===== src/sv/rltb_pkg.sv =====
// shared constants, types and codes of the radial lamp tint blend
// no dependencies; compiled first
package rltb_pkg;

  // field widths
  localparam int PIX_XY_W   = 8;
  localparam int COLOR_W    = 16;
  localparam int CH_W       = 5;
  localparam int TINT_W     = 15;
  localparam int CENTER_W   = 10;
  localparam int RADIUS_W   = 6;
  localparam int ALPHA_W    = 3;

  // configuration port
  localparam int CFG_IDX_W  = 2;
  localparam int CFG_DATA_W = 15;

  typedef enum logic [CFG_IDX_W-1:0] {
    CFG_CENTER_X = 2'd0,
    CFG_CENTER_Y = 2'd1,
    CFG_RADIUS   = 2'd2,
    CFG_TINT     = 2'd3
  } cfg_idx_e;

  // screen size defaults
  localparam int SCREEN_WIDTH_DEF  = 256;
  localparam int SCREEN_HEIGHT_DEF = 192;

  // blend weight and lamp geometry
  localparam int MAX_ALPHA    = 7;
  localparam int R2_W         = 2 * RADIUS_W;
  localparam int VMIN_W       = 10;
  localparam int INV_W        = 19;
  localparam int INV_NUM      = MAX_ALPHA << 16;
  localparam int SEVEN_RECIP  = 9363;       // ceil(2^16 / 7), exact for r2 below 13107
  localparam int SEVEN_RCP_W  = 14;
  localparam int SEVEN_RCP_SH = 16;

  localparam int RADIUS_RESET = 16;
  localparam int R2_RESET     = RADIUS_RESET * RADIUS_RESET;
  localparam int VMIN_RESET   = R2_RESET / MAX_ALPHA;
  localparam int INV_RESET    = (INV_NUM + R2_RESET - 1) / R2_RESET;

  localparam logic [COLOR_W-1:0] BLEND_MARK = 16'h8000;

  typedef struct packed {
    logic [R2_W-1:0]   r2;
    logic [VMIN_W-1:0] vmin;
    logic [INV_W-1:0]  inv;
  } geom_t;

  typedef struct packed {
    logic [COLOR_W-1:0] out_color;
    logic               tinted;
    logic [ALPHA_W-1:0] strength;
  } result_t;

  typedef enum logic [1:0] {
    RC_IDLE,
    RC_LOAD,
    RC_RUN
  } rc_state_e;

endpackage


===== src/sv/rltb_if.sv =====
// pixel and result channel interfaces of the radial lamp tint blend
// depends on rltb_pkg
interface rltb_pix_if import rltb_pkg::*; ();
  logic                valid;
  logic                ready;
  logic [PIX_XY_W-1:0] pixel_x;
  logic [PIX_XY_W-1:0] pixel_y;
  logic [COLOR_W-1:0]  pixel_color;

  modport source (output valid, output pixel_x, output pixel_y, output pixel_color,
                  input ready);
  modport sink   (input valid, input pixel_x, input pixel_y, input pixel_color,
                  output ready);
endinterface

interface rltb_res_if import rltb_pkg::*; ();
  logic               valid;
  logic               ready;
  logic [COLOR_W-1:0] out_color;
  logic               tinted;
  logic [ALPHA_W-1:0] strength;

  modport source (output valid, output out_color, output tinted, output strength,
                  input ready);
  modport sink   (input valid, input out_color, input tinted, input strength,
                  output ready);
endinterface


===== src/sv/rltb_recip.sv =====
// lamp geometry unit: r2, vmin = r2/7 and inv = ceil(7*2^16/r2)
// serial restoring divider, one quotient bit a cycle; depends on rltb_pkg
module rltb_recip import rltb_pkg::*; (
  input  logic                clk_i,
  input  logic                rst_ni,
  input  logic                start_i,
  input  logic [RADIUS_W-1:0] radius_i,
  output logic                busy_o,
  output geom_t               geom_o
);

  localparam int CNT_W = $clog2(INV_W);

  rc_state_e         state_q, state_d;
  logic [R2_W-1:0]   r2_q, r2_d;
  logic [VMIN_W-1:0] vmin_q, vmin_d;
  logic [INV_W-1:0]  inv_q, inv_d;
  logic [INV_W-1:0]  dvd_q, dvd_d;
  logic [R2_W-1:0]   rem_q, rem_d;
  logic [CNT_W-1:0]  cnt_q, cnt_d;

  logic [R2_W:0]                  trial;
  logic                           qbit;
  logic [R2_W+SEVEN_RCP_W-1:0]    vmin_prod;

  assign trial     = {rem_q, dvd_q[INV_W-1]};
  assign qbit      = (trial >= {1'b0, r2_q});
  assign vmin_prod = r2_q * SEVEN_RCP_W'(SEVEN_RECIP);

  always_comb begin
    state_d = state_q;
    r2_d    = r2_q;
    vmin_d  = vmin_q;
    inv_d   = inv_q;
    dvd_d   = dvd_q;
    rem_d   = rem_q;
    cnt_d   = cnt_q;
    unique case (state_q)
      RC_IDLE: ;
      RC_LOAD: begin
        vmin_d = vmin_prod[SEVEN_RCP_SH +: VMIN_W];
        dvd_d  = INV_W'(INV_NUM) + INV_W'(r2_q) - INV_W'(1);
        rem_d  = '0;
        cnt_d  = '0;
        // zero radius tints nothing, the reciprocal is never read
        state_d = (r2_q == '0) ? RC_IDLE : RC_RUN;
      end
      RC_RUN: begin
        rem_d = qbit ? R2_W'(trial - {1'b0, r2_q}) : trial[R2_W-1:0];
        dvd_d = {dvd_q[INV_W-2:0], qbit};
        cnt_d = cnt_q + CNT_W'(1);
        if (cnt_q == CNT_W'(INV_W - 1)) begin
          inv_d   = {dvd_q[INV_W-2:0], qbit};
          state_d = RC_IDLE;
        end
      end
      default: state_d = RC_IDLE;
    endcase
    // a fresh radius write restarts the unit from any state
    if (start_i) begin
      r2_d    = R2_W'(radius_i * radius_i);
      state_d = RC_LOAD;
    end
  end

  always_ff @(posedge clk_i or negedge rst_ni) begin
    if (!rst_ni) begin
      state_q <= RC_IDLE;
      r2_q    <= R2_W'(R2_RESET);
      vmin_q  <= VMIN_W'(VMIN_RESET);
      inv_q   <= INV_W'(INV_RESET);
    end else begin
      state_q <= state_d;
      r2_q    <= r2_d;
      vmin_q  <= vmin_d;
      inv_q   <= inv_d;
    end
  end

  always_ff @(posedge clk_i) begin
    dvd_q <= dvd_d;
    rem_q <= rem_d;
    cnt_q <= cnt_d;
  end

  assign busy_o      = start_i || (state_q != RC_IDLE);
  assign geom_o.r2   = r2_q;
  assign geom_o.vmin = vmin_q;
  assign geom_o.inv  = inv_q;

endmodule


===== src/sv/rltb_skid.sv =====
// two-entry output register with skid slot for the result channel
// ready towards the pipeline comes from a flop; depends on rltb_pkg, rltb_if
module rltb_skid import rltb_pkg::*; (
  input  logic          clk_i,
  input  logic          rst_ni,
  input  logic          valid_i,
  input  result_t       data_i,
  output logic          ready_o,
  rltb_res_if.source    res_o
);

  logic    out_valid_q, skid_valid_q;
  result_t out_data_q, skid_data_q;
  logic    out_free;

  assign out_free = !out_valid_q || res_o.ready;
  assign ready_o  = !skid_valid_q;

  always_ff @(posedge clk_i or negedge rst_ni) begin
    if (!rst_ni) begin
      out_valid_q  <= 1'b0;
      skid_valid_q <= 1'b0;
    end else if (out_free) begin
      out_valid_q  <= skid_valid_q || valid_i;
      skid_valid_q <= 1'b0;
    end else if (valid_i && ready_o) begin
      skid_valid_q <= 1'b1;
    end
  end

  always_ff @(posedge clk_i) begin
    if (out_free) begin
      out_data_q <= skid_valid_q ? skid_data_q : data_i;
    end else if (valid_i && ready_o) begin
      skid_data_q <= data_i;
    end
  end

  assign res_o.valid     = out_valid_q;
  assign res_o.out_color = out_data_q.out_color;
  assign res_o.tinted    = out_data_q.tinted;
  assign res_o.strength  = out_data_q.strength;

endmodule


===== src/sv/radial_light_tint_blend_core.sv =====
// top level of the radial lamp tint blend: config registers, pixel pipeline
// depends on rltb_pkg, rltb_if, rltb_recip, rltb_skid
//
//  channel   dir   handshake         beat payload
//  pix_i     in    valid / ready     pixel_x, pixel_y, pixel_color
//  res_o     out   valid / ready     out_color, tinted, strength
//  cfg       in    cfg_we_i only     cfg_idx_i, cfg_data_i
//
// one pixel beat a cycle unless a radius write or a stall at res_o holds it off;
// an accepted beat passes four pipeline stages, then the output register
// a radius write holds off pixel beats while the geometry unit squares the
// radius and runs its 19-step serial divider for the reciprocal
// reset leaves no beats in flight and loads the lamp geometry of radius 16
// a stall at res_o fills the skid slot, then freezes every stage together

module radial_light_tint_blend_core import rltb_pkg::*; #(
  parameter int SCREEN_WIDTH  = SCREEN_WIDTH_DEF,
  parameter int SCREEN_HEIGHT = SCREEN_HEIGHT_DEF
) (
  input  logic                  clk_i,
  input  logic                  rst_ni,
  input  logic                  cfg_we_i,
  input  logic [CFG_IDX_W-1:0]  cfg_idx_i,
  input  logic [CFG_DATA_W-1:0] cfg_data_i,
  rltb_pix_if.sink              pix_i,
  rltb_res_if.source            res_o
);

  localparam int SCR_W = 11;   // holds screen sizes up to 2047

  // ---------------------------------------------------------------
  // configuration registers
  // ---------------------------------------------------------------
  logic signed [CENTER_W-1:0] cx_q, cy_q;
  logic [TINT_W-1:0]          tint_q;
  logic                       radius_wr;

  always_ff @(posedge clk_i or negedge rst_ni) begin
    if (!rst_ni) begin
      cx_q   <= '0;
      cy_q   <= '0;
      tint_q <= '0;
    end else if (cfg_we_i) begin
      unique case (cfg_idx_e'(cfg_idx_i))
        CFG_CENTER_X: cx_q   <= cfg_data_i[CENTER_W-1:0];
        CFG_CENTER_Y: cy_q   <= cfg_data_i[CENTER_W-1:0];
        CFG_RADIUS:   ;      // held in the geometry unit
        CFG_TINT:     tint_q <= cfg_data_i[TINT_W-1:0];
      endcase
    end
  end

  assign radius_wr = cfg_we_i && (cfg_idx_e'(cfg_idx_i) == CFG_RADIUS);

  // radius derived values: r2, vmin, reciprocal
  geom_t geom;
  logic  geom_busy;

  rltb_recip u_recip (
    .clk_i    (clk_i),
    .rst_ni   (rst_ni),
    .start_i  (radius_wr),
    .radius_i (cfg_data_i[RADIUS_W-1:0]),
    .busy_o   (geom_busy),
    .geom_o   (geom)
  );

  // ---------------------------------------------------------------
  // pipeline control: all stages move together while the skid has room
  // ---------------------------------------------------------------
  logic advance;
  logic accept;

  assign pix_i.ready = advance && !geom_busy;
  assign accept      = pix_i.valid && pix_i.ready;

  logic s1_valid_q, s2_valid_q, s3_valid_q, s4_valid_q;

  always_ff @(posedge clk_i or negedge rst_ni) begin
    if (!rst_ni) begin
      s1_valid_q <= 1'b0;
      s2_valid_q <= 1'b0;
      s3_valid_q <= 1'b0;
      s4_valid_q <= 1'b0;
    end else if (advance) begin
      s1_valid_q <= accept;
      s2_valid_q <= s1_valid_q;
      s3_valid_q <= s2_valid_q;
      s4_valid_q <= s3_valid_q;
    end
  end

  // ---------------------------------------------------------------
  // stage 1: offsets from the lamp centre, screen bounds
  // ---------------------------------------------------------------
  logic signed [CENTER_W:0] dx_d, dy_d;
  logic                     onscr_d;

  assign dx_d = $signed({3'b000, pix_i.pixel_x}) - $signed({cx_q[CENTER_W-1], cx_q});
  assign dy_d = $signed({3'b000, pix_i.pixel_y}) - $signed({cy_q[CENTER_W-1], cy_q});
  assign onscr_d = ({3'b000, pix_i.pixel_x} < SCR_W'(SCREEN_WIDTH)) &&
                   ({3'b000, pix_i.pixel_y} < SCR_W'(SCREEN_HEIGHT));

  logic signed [CENTER_W:0] s1_dx_q, s1_dy_q;
  logic                     s1_onscr_q;
  logic [COLOR_W-1:0]       s1_color_q;

  // ---------------------------------------------------------------
  // stage 2: squares of the offsets
  // ---------------------------------------------------------------
  localparam int SQ_W = 20;    // 767^2 fits

  logic signed [2*CENTER_W+1:0] dx_sq, dy_sq;

  assign dx_sq = s1_dx_q * s1_dx_q;
  assign dy_sq = s1_dy_q * s1_dy_q;

  logic [SQ_W-1:0]    s2_dx2_q, s2_dy2_q;
  logic               s2_onscr_q;
  logic [COLOR_W-1:0] s2_color_q;

  // ---------------------------------------------------------------
  // stage 3: v = r2 - dy^2 - dx^2 and the hit test
  // |dx| <= isqrt(q - vmin) is the same as dx^2 <= q - vmin, i.e. v >= vmin
  // ---------------------------------------------------------------
  localparam int V_W = SQ_W + 2;

  logic signed [V_W-1:0] v_full;
  logic                  hit_d;

  assign v_full = $signed({{(V_W-R2_W){1'b0}}, geom.r2})
                - $signed({2'b00, s2_dy2_q})
                - $signed({2'b00, s2_dx2_q});
  assign hit_d  = s2_onscr_q && (geom.r2 != '0) &&
                  (v_full >= $signed({{(V_W-VMIN_W){1'b0}}, geom.vmin}));

  logic [R2_W-1:0]    s3_v_q;   // 0..r2 whenever hit
  logic               s3_hit_q;
  logic [COLOR_W-1:0] s3_color_q;

  // ---------------------------------------------------------------
  // stage 4: strength = (v * inv) >> 16
  // ---------------------------------------------------------------
  logic [R2_W+INV_W-1:0] str_prod;

  assign str_prod = s3_v_q * geom.inv;

  logic [ALPHA_W:0]   s4_araw_q;
  logic               s4_hit_q;
  logic [COLOR_W-1:0] s4_color_q;

  always_ff @(posedge clk_i) begin
    if (advance) begin
      s1_dx_q    <= dx_d;
      s1_dy_q    <= dy_d;
      s1_onscr_q <= onscr_d;
      s1_color_q <= pix_i.pixel_color;

      s2_dx2_q   <= dx_sq[SQ_W-1:0];
      s2_dy2_q   <= dy_sq[SQ_W-1:0];
      s2_onscr_q <= s1_onscr_q;
      s2_color_q <= s1_color_q;

      s3_v_q     <= v_full[R2_W-1:0];
      s3_hit_q   <= hit_d;
      s3_color_q <= s2_color_q;

      s4_araw_q  <= str_prod[16 +: ALPHA_W+1];
      s4_hit_q   <= s3_hit_q;
      s4_color_q <= s3_color_q;
    end
  end

  // ---------------------------------------------------------------
  // blend, into the output register
  // ---------------------------------------------------------------
  // c + (t - c) * a / 16, quotient truncated toward zero
  function automatic logic [CH_W-1:0] blend_ch(input logic [CH_W-1:0]    c,
                                               input logic [CH_W-1:0]    t,
                                               input logic [ALPHA_W-1:0] a);
    logic signed [CH_W:0]         diff;
    logic signed [CH_W+ALPHA_W+1:0] prod;
    logic [CH_W+ALPHA_W+1:0]      mag;
    logic [CH_W+ALPHA_W+1:0]      step;
    diff = $signed({1'b0, t}) - $signed({1'b0, c});
    prod = diff * $signed({1'b0, a});
    mag  = prod[CH_W+ALPHA_W+1] ? (~prod + 1'b1) : prod;
    step = mag >> 4;
    if (prod[CH_W+ALPHA_W+1]) begin
      return c - step[CH_W-1:0];
    end
    return c + step[CH_W-1:0];
  endfunction

  logic [ALPHA_W-1:0] alpha;
  logic               active;
  result_t            res_d;

  assign alpha  = (s4_araw_q > (ALPHA_W+1)'(MAX_ALPHA)) ? ALPHA_W'(MAX_ALPHA)
                                                         : s4_araw_q[ALPHA_W-1:0];
  assign active = s4_hit_q && (alpha != '0);

  always_comb begin
    res_d.out_color = s4_color_q;
    res_d.tinted    = 1'b0;
    res_d.strength  = '0;
    if (active) begin
      res_d.out_color = BLEND_MARK |
                        {1'b0,
                         blend_ch(s4_color_q[14:10], tint_q[14:10], alpha),
                         blend_ch(s4_color_q[9:5],   tint_q[9:5],   alpha),
                         blend_ch(s4_color_q[4:0],   tint_q[4:0],   alpha)};
      res_d.tinted    = 1'b1;
      res_d.strength  = alpha;
    end
  end

  rltb_skid u_skid (
    .clk_i   (clk_i),
    .rst_ni  (rst_ni),
    .valid_i (s4_valid_q && advance),
    .data_i  (res_d),
    .ready_o (advance),
    .res_o   (res_o)
  );

endmodule

===== src/flat_wrapper.sv =====
// flat-port wrapper written by rule: the top's interface ports become plain ports
module radial_light_tint_blend_core_flat import rltb_pkg::*;
#(
  parameter int SCREEN_WIDTH  = SCREEN_WIDTH_DEF,
  parameter int SCREEN_HEIGHT = SCREEN_HEIGHT_DEF
)
  (clk_i, rst_ni, cfg_we_i, cfg_idx_i, cfg_data_i, pix_i_valid, pix_i_pixel_x, pix_i_pixel_y, pix_i_pixel_color, pix_i_ready, res_o_valid, res_o_out_color, res_o_tinted, res_o_strength, res_o_ready);
  rltb_pix_if pix_i_i ();
  rltb_res_if res_o_i ();
  input  logic clk_i;
  input  logic rst_ni;
  input  logic cfg_we_i;
  input  logic [CFG_IDX_W-1:0] cfg_idx_i;
  input  logic [CFG_DATA_W-1:0] cfg_data_i;
  input wire logic [$bits(pix_i_i.valid)-1:0] pix_i_valid;
  input wire logic [$bits(pix_i_i.pixel_x)-1:0] pix_i_pixel_x;
  input wire logic [$bits(pix_i_i.pixel_y)-1:0] pix_i_pixel_y;
  input wire logic [$bits(pix_i_i.pixel_color)-1:0] pix_i_pixel_color;
  output wire logic [$bits(pix_i_i.ready)-1:0] pix_i_ready;
  output wire logic [$bits(res_o_i.valid)-1:0] res_o_valid;
  output wire logic [$bits(res_o_i.out_color)-1:0] res_o_out_color;
  output wire logic [$bits(res_o_i.tinted)-1:0] res_o_tinted;
  output wire logic [$bits(res_o_i.strength)-1:0] res_o_strength;
  input wire logic [$bits(res_o_i.ready)-1:0] res_o_ready;
  assign pix_i_i.valid = pix_i_valid;
  assign pix_i_i.pixel_x = pix_i_pixel_x;
  assign pix_i_i.pixel_y = pix_i_pixel_y;
  assign pix_i_i.pixel_color = pix_i_pixel_color;
  assign pix_i_ready = pix_i_i.ready;
  assign res_o_valid = res_o_i.valid;
  assign res_o_out_color = res_o_i.out_color;
  assign res_o_tinted = res_o_i.tinted;
  assign res_o_strength = res_o_i.strength;
  assign res_o_i.ready = res_o_ready;
  radial_light_tint_blend_core #(.SCREEN_WIDTH(SCREEN_WIDTH), .SCREEN_HEIGHT(SCREEN_HEIGHT)) u_core (.clk_i(clk_i), .rst_ni(rst_ni), .cfg_we_i(cfg_we_i), .cfg_idx_i(cfg_idx_i), .cfg_data_i(cfg_data_i), .pix_i(pix_i_i), .res_o(res_o_i));
endmodule

===== config.mk =====
export PLATFORM = sky130hd
export DESIGN_NAME = radial_light_tint_blend_core_flat
export DESIGN_NICKNAME = d
export VERILOG_FILES = /design/src/sv/rltb_pkg.sv /design/src/sv/rltb_if.sv /design/src/sv/rltb_recip.sv /design/src/sv/rltb_skid.sv /design/src/sv/radial_light_tint_blend_core.sv /design/src/flat_wrapper.sv
export SDC_FILE = /design/constraint.sdc
export NUM_CORES = 2
export LEC_CHECK = 0
export ABC_AREA = 1
export BUFFER_PORTS_ARGS = -buffer_cell sky130_fd_sc_hd__buf_2
export CORE_ASPECT_RATIO = 0.75
export CORE_MARGIN = 2
export CORE_UTILIZATION = 39
export CTS_CLUSTER_SIZE = 30
export DETAILED_ROUTE_END_ITERATION = 12
export HOLD_SLACK_MARGIN = 0.05
export PLACE_DENSITY_LB_ADDON = 0.15
export SLEW_MARGIN = 20
export SYNTH_ARGS = -nofsm -noshare
export SYNTH_HDL_FRONTEND = slang
export SYNTH_HIERARCHICAL = 1
export SYNTH_SLANG_ARGS = --single-unit
export TNS_END_PERCENT = 20

===== constraint.sdc =====
create_clock -name clk_i -period 7.95 [get_ports clk_i]
set_clock_uncertainty 0.1 [all_clocks]
set_input_delay 2.385 -clock clk_i [delete_from_list [all_inputs] [get_ports clk_i]]
set_output_delay 2.385 -clock clk_i [all_outputs]
set_load 0.005 [all_outputs]

==> results.md <==
* CTS Buffer Depth at 3
* Nets at 4650
* CTS root buf: clkbuf_16
* Area Overhead vs Synth at 8.08%
* Slowest cell on the critical path: fa_1
* CTS resizes at 0
* DPL Wire Length at 62800 um
* Hold Buf Count CTS at 0
* Worst path max stage delay at 0.46 ns
* H-tree levels at 2
* Ys async rst share at 0.274
* Syn Nets at 4607
* Row count at 93
* Max-Cap Viols at 0
* Num CTS Buffers at 36
* Final hold vios at 0
* Core ar. at 0.0855 sq mm
* Outcome: finished, final reports clean
* Final Setup Violations at 0
* Post-route ant nets at 0
* R2R Path Start: u_core/s4_color_q[1]
* Vias at 23667
* Startpoint class of the critical path: flip-flop
* Post-Synth XOR/XNOR Area at 0.0474
* Die width at 343 um
* Final GP Congestion at 0.854
* CP startpoint: u_core/s4_color_q[1]
* Met2 usage at 0.254
* Fmax at 152 MHz
* GRT met3 Usage at 0.0266
* Antenna violations before repair at 2
* Nature of the critical path endpoint: flip-flop
* Shortest period the worst path allows at 6.57 ns
* Setup TNS at 0 ns
* CP Class: reg -> reg
* Synth Area in Adders at 0.353
* Syn_area_per_cell at 8.77 sq um
* R2r setup slk at 1.38 ns
* Post-CTS setup buffers at 0
* Die area at 0.0883 sq mm
* Tot GR Track Use at 0.181
* Main flop type after synthesis: edfxtp_1
* Vias in the first global route at 23633
* Grt ovf at 0
* First-pass GRT wire length at 128000 um
* Register area share after synthesis at 0.259
* Count of final max-slew check failures at 0
* 1st-pass router iterations at 5
* IO Port Bufs at 75
* Yosys cell types at 61
* CP Capture Point: u_core/u_skid/res_o.out_color[4]
* Largest family of logic cells by synthesized area: adder cells
* Initial Util at 0.392
* RSZ-0062 raised after global routing: false
* Largest net degree at the start of global routing at 61
* CTS clk-pin slew, worst paths at 0.06 ns
* Arrival time at the worst endpoint at 6.80 ns
* Routed len/inst at 15.3 um
* Initial drt markers at 1625
* Post-synth EDFFs at 220
* Proportion of synthesized area in mux cells at 0.00773
* Clock sink count at 303
* I/O pin count at 76
* Synthesis-stage register bit count at 303
* Worst slew pin tran at 1.14 ns
* Synth warn at 6
* CP required at 8.18 ns
* Worst R2R Path Depth at 40
* Layout cells sized above 1 at 0.0675
* Post-Syn Area at 0.0335 sq mm
* R2R Path End: u_core/u_skid/res_o.out_color[4]
* Clock Latency Late Sink at 0.58 ns
* Synth Area in Compound Gates at 0.0617
* DRT Wirelength at 77200 um
* Max FO, Critical Path at 5
* Post-Synthesis Cells at 3824
* Final Cycle Share at 0.826
* Worst min path class: reg -> reg
* Top Usage Layer GRT: met1
* Most used cell, CP: nand2_1
* Die Y at 258 um
* Via-per-instance ratio at 4.70
* TritonCTS clock tree: built
* Fillcell total at 8612
* Simple-gate share of the synthesized area at 0.163
* DRC viols at 0
* Max transition margin at 0.241
* GR Util met1 at 0.296
==> critical path: cells and delay by family (launching register included) <==
kind | cells | cell delay (ns)
xor+xnor | 2 | 0.29
fa+ha+maj | 6 | 1.87
flops | 1 | 0.44
compound gates | 4 | 1.02
simple gates | 22 | 2.15
buf+inv | 6 | 0.47
==> routing by layer <==
layer / vias to the layer above / part of all wire
li1: 11964 / -
met1: 11314 / 0.55
met2: 340 / 0.40
met3: 45 / 0.047
met4: 4 / 0.0090
met5: - / 0.00035
==> cell type report <==
| type | count | area (sq um) | share of cell area |
|---|---|---|---|
| sequential | 303 | 8690 | 0.240 |
| antenna | 2 | 5.00 | 0.000138 |
| inverter | 848 | 3190 | 0.0881 |
| clock inverter | 17 | 209 | 0.00577 |
| multi-input combinational | 2586 | 21200 | 0.586 |
| clock buffer | 48 | 966 | 0.0267 |
| timing repair buffer | 92 | 505 | 0.0140 |
| tap | 1140 | 1430 | 0.0394 |
==> synth_stat cells, types with 8 or more instances <==
master / instances / share of area
o21ai_1: 14 / 0.0021
xor2_1: 110 / 0.029
o21bai_1: 10 / 0.0022
clkbuf_1: 60 / 0.0067
a21oi_1: 182 / 0.027
fa_1: 362 / 0.22
edfxtp_1: 220 / 0.20
nor3_1: 23 / 0.0034
nand2_1: 809 / 0.091
nand2_4: 21 / 0.0071
a21o_1: 14 / 0.0031
nand3b_1: 13 / 0.0029
xnor2_1: 66 / 0.017
inv_1: 844 / 0.095
ha_1: 367 / 0.14
dfrtp_1: 77 / 0.057
nand3_1: 114 / 0.017
nand2_2: 23 / 0.0043
buf_2: 8 / 0.0012
o21ai_0: 112 / 0.017
mux2_2: 21 / 0.0071
nand4_1: 26 / 0.0049
nor2_1: 210 / 0.024
or2_2: 17 / 0.0032
==> how the worst min path moves through the flow <==
stage                          start                    end  slack [ns]  cells past startpoint
6_report        u_core/s1_color_q[9]   u_core/s2_color_q[9]        0.32                      0
3_3_place_gp   u_core/s2_color_q[11]  u_core/s3_color_q[11]        0.30                      0
4_1_cts        u_core/s2_color_q[11]  u_core/s3_color_q[11]        0.32                      0
3_5_place_dp    u_core/s1_color_q[6]   u_core/s2_color_q[6]        0.30                      0
2_1_floorplan   u_core/s1_color_q[0]   u_core/s2_color_q[0]        0.30                      0
5_1_grt        u_core/s2_color_q[11]  u_core/s3_color_q[11]        0.32                      0
==> cells in the final DEF, fill, tap and decap left out, types with 13 or more instances in the layout <==
cell	synthesis	final
a21o_1	14	14
a21oi_1	182	182
buf_2	8	74
buf_4	5	18
clkbuf_16	0	36
dfrtp_1	77	77
edfxtp_1	220	220
fa_1	362	362
ha_1	367	367
inv_1	844	844
mux2_2	21	21
nand2_1	809	809
nand2_2	23	23
nand2_4	21	21
nand3_1	114	114
nand3b_1	13	13
nand4_1	26	26
nor2_1	210	209
nor3_1	23	23
o21ai_0	112	112
o21ai_1	14	14
or2_2	17	17
xnor2_1	66	66
xor2_1	110	110
==> cell families (layout without fill, tap and decap cells) <==
kind of cell             count (synthesis)  count (layout)
XOR/XNOR                               179             179
AND/OR/NAND/NOR                       1279            1279
multiplexers                            23              23
adder cells (fa/ha/maj)                729             729
buffers and inverters                  935            1005
other                                    1               3
flip-flops                             303             303
AO/OA/AOI/OAI                          375             375
==> sequential cells by signal (all words and copies together) (netlist names), 2 cells and up <==
name / flops
u_core/s2_dy2_q: 19
u_core/s1_dy_q: 11
u_core/s4_color_q: 16
u_core/u_recip/r2_q: 11
u_core/cy_q: 10
u_core/u_skid/res_o.out_color: 16
u_core/s3_v_q: 12
u_core/u_recip/inv_q: 19
u_core/cx_q: 10
u_core/u_skid/res_o.strength: 3
u_core/tint_q: 15
u_core/s2_dx2_q: 19
u_core/u_recip/rem_q: 12
u_core/s1_color_q: 16
u_core/s4_araw_q: 4
u_core/u_skid/skid_data_q: 20
u_core/s2_color_q: 16
u_core/u_recip/cnt_q: 5
u_core/s3_color_q: 16
u_core/u_recip/dvd_q: 19
u_core/u_recip/vmin_q: 10
u_core/u_recip/state_q: 2
u_core/s1_dx_q: 11
==> metrics by stage <==
step / util / cells / setup WS [ns] / hold WS (ns) / area [sq um]
floorplan: - / 3824 / 2.10 / 0.300 / 33500
finish: 0.424 / 5036 / 1.38 / 0.317 / 36200
global route: 0.424 / 5034 / 0.551 / 0.324 / 36200
detailed placement: 0.410 / 4969 / 1.42 / 0.305 / 35000
global placement: 0.410 / 4969 / 1.49 / 0.300 / 35000
CTS: 0.424 / 5034 / 1.41 / 0.319 / 36200
Power is left out: the tool's default activity adds up to more than one toggle a clock period on the data nets, which glitch-free logic cannot reach.
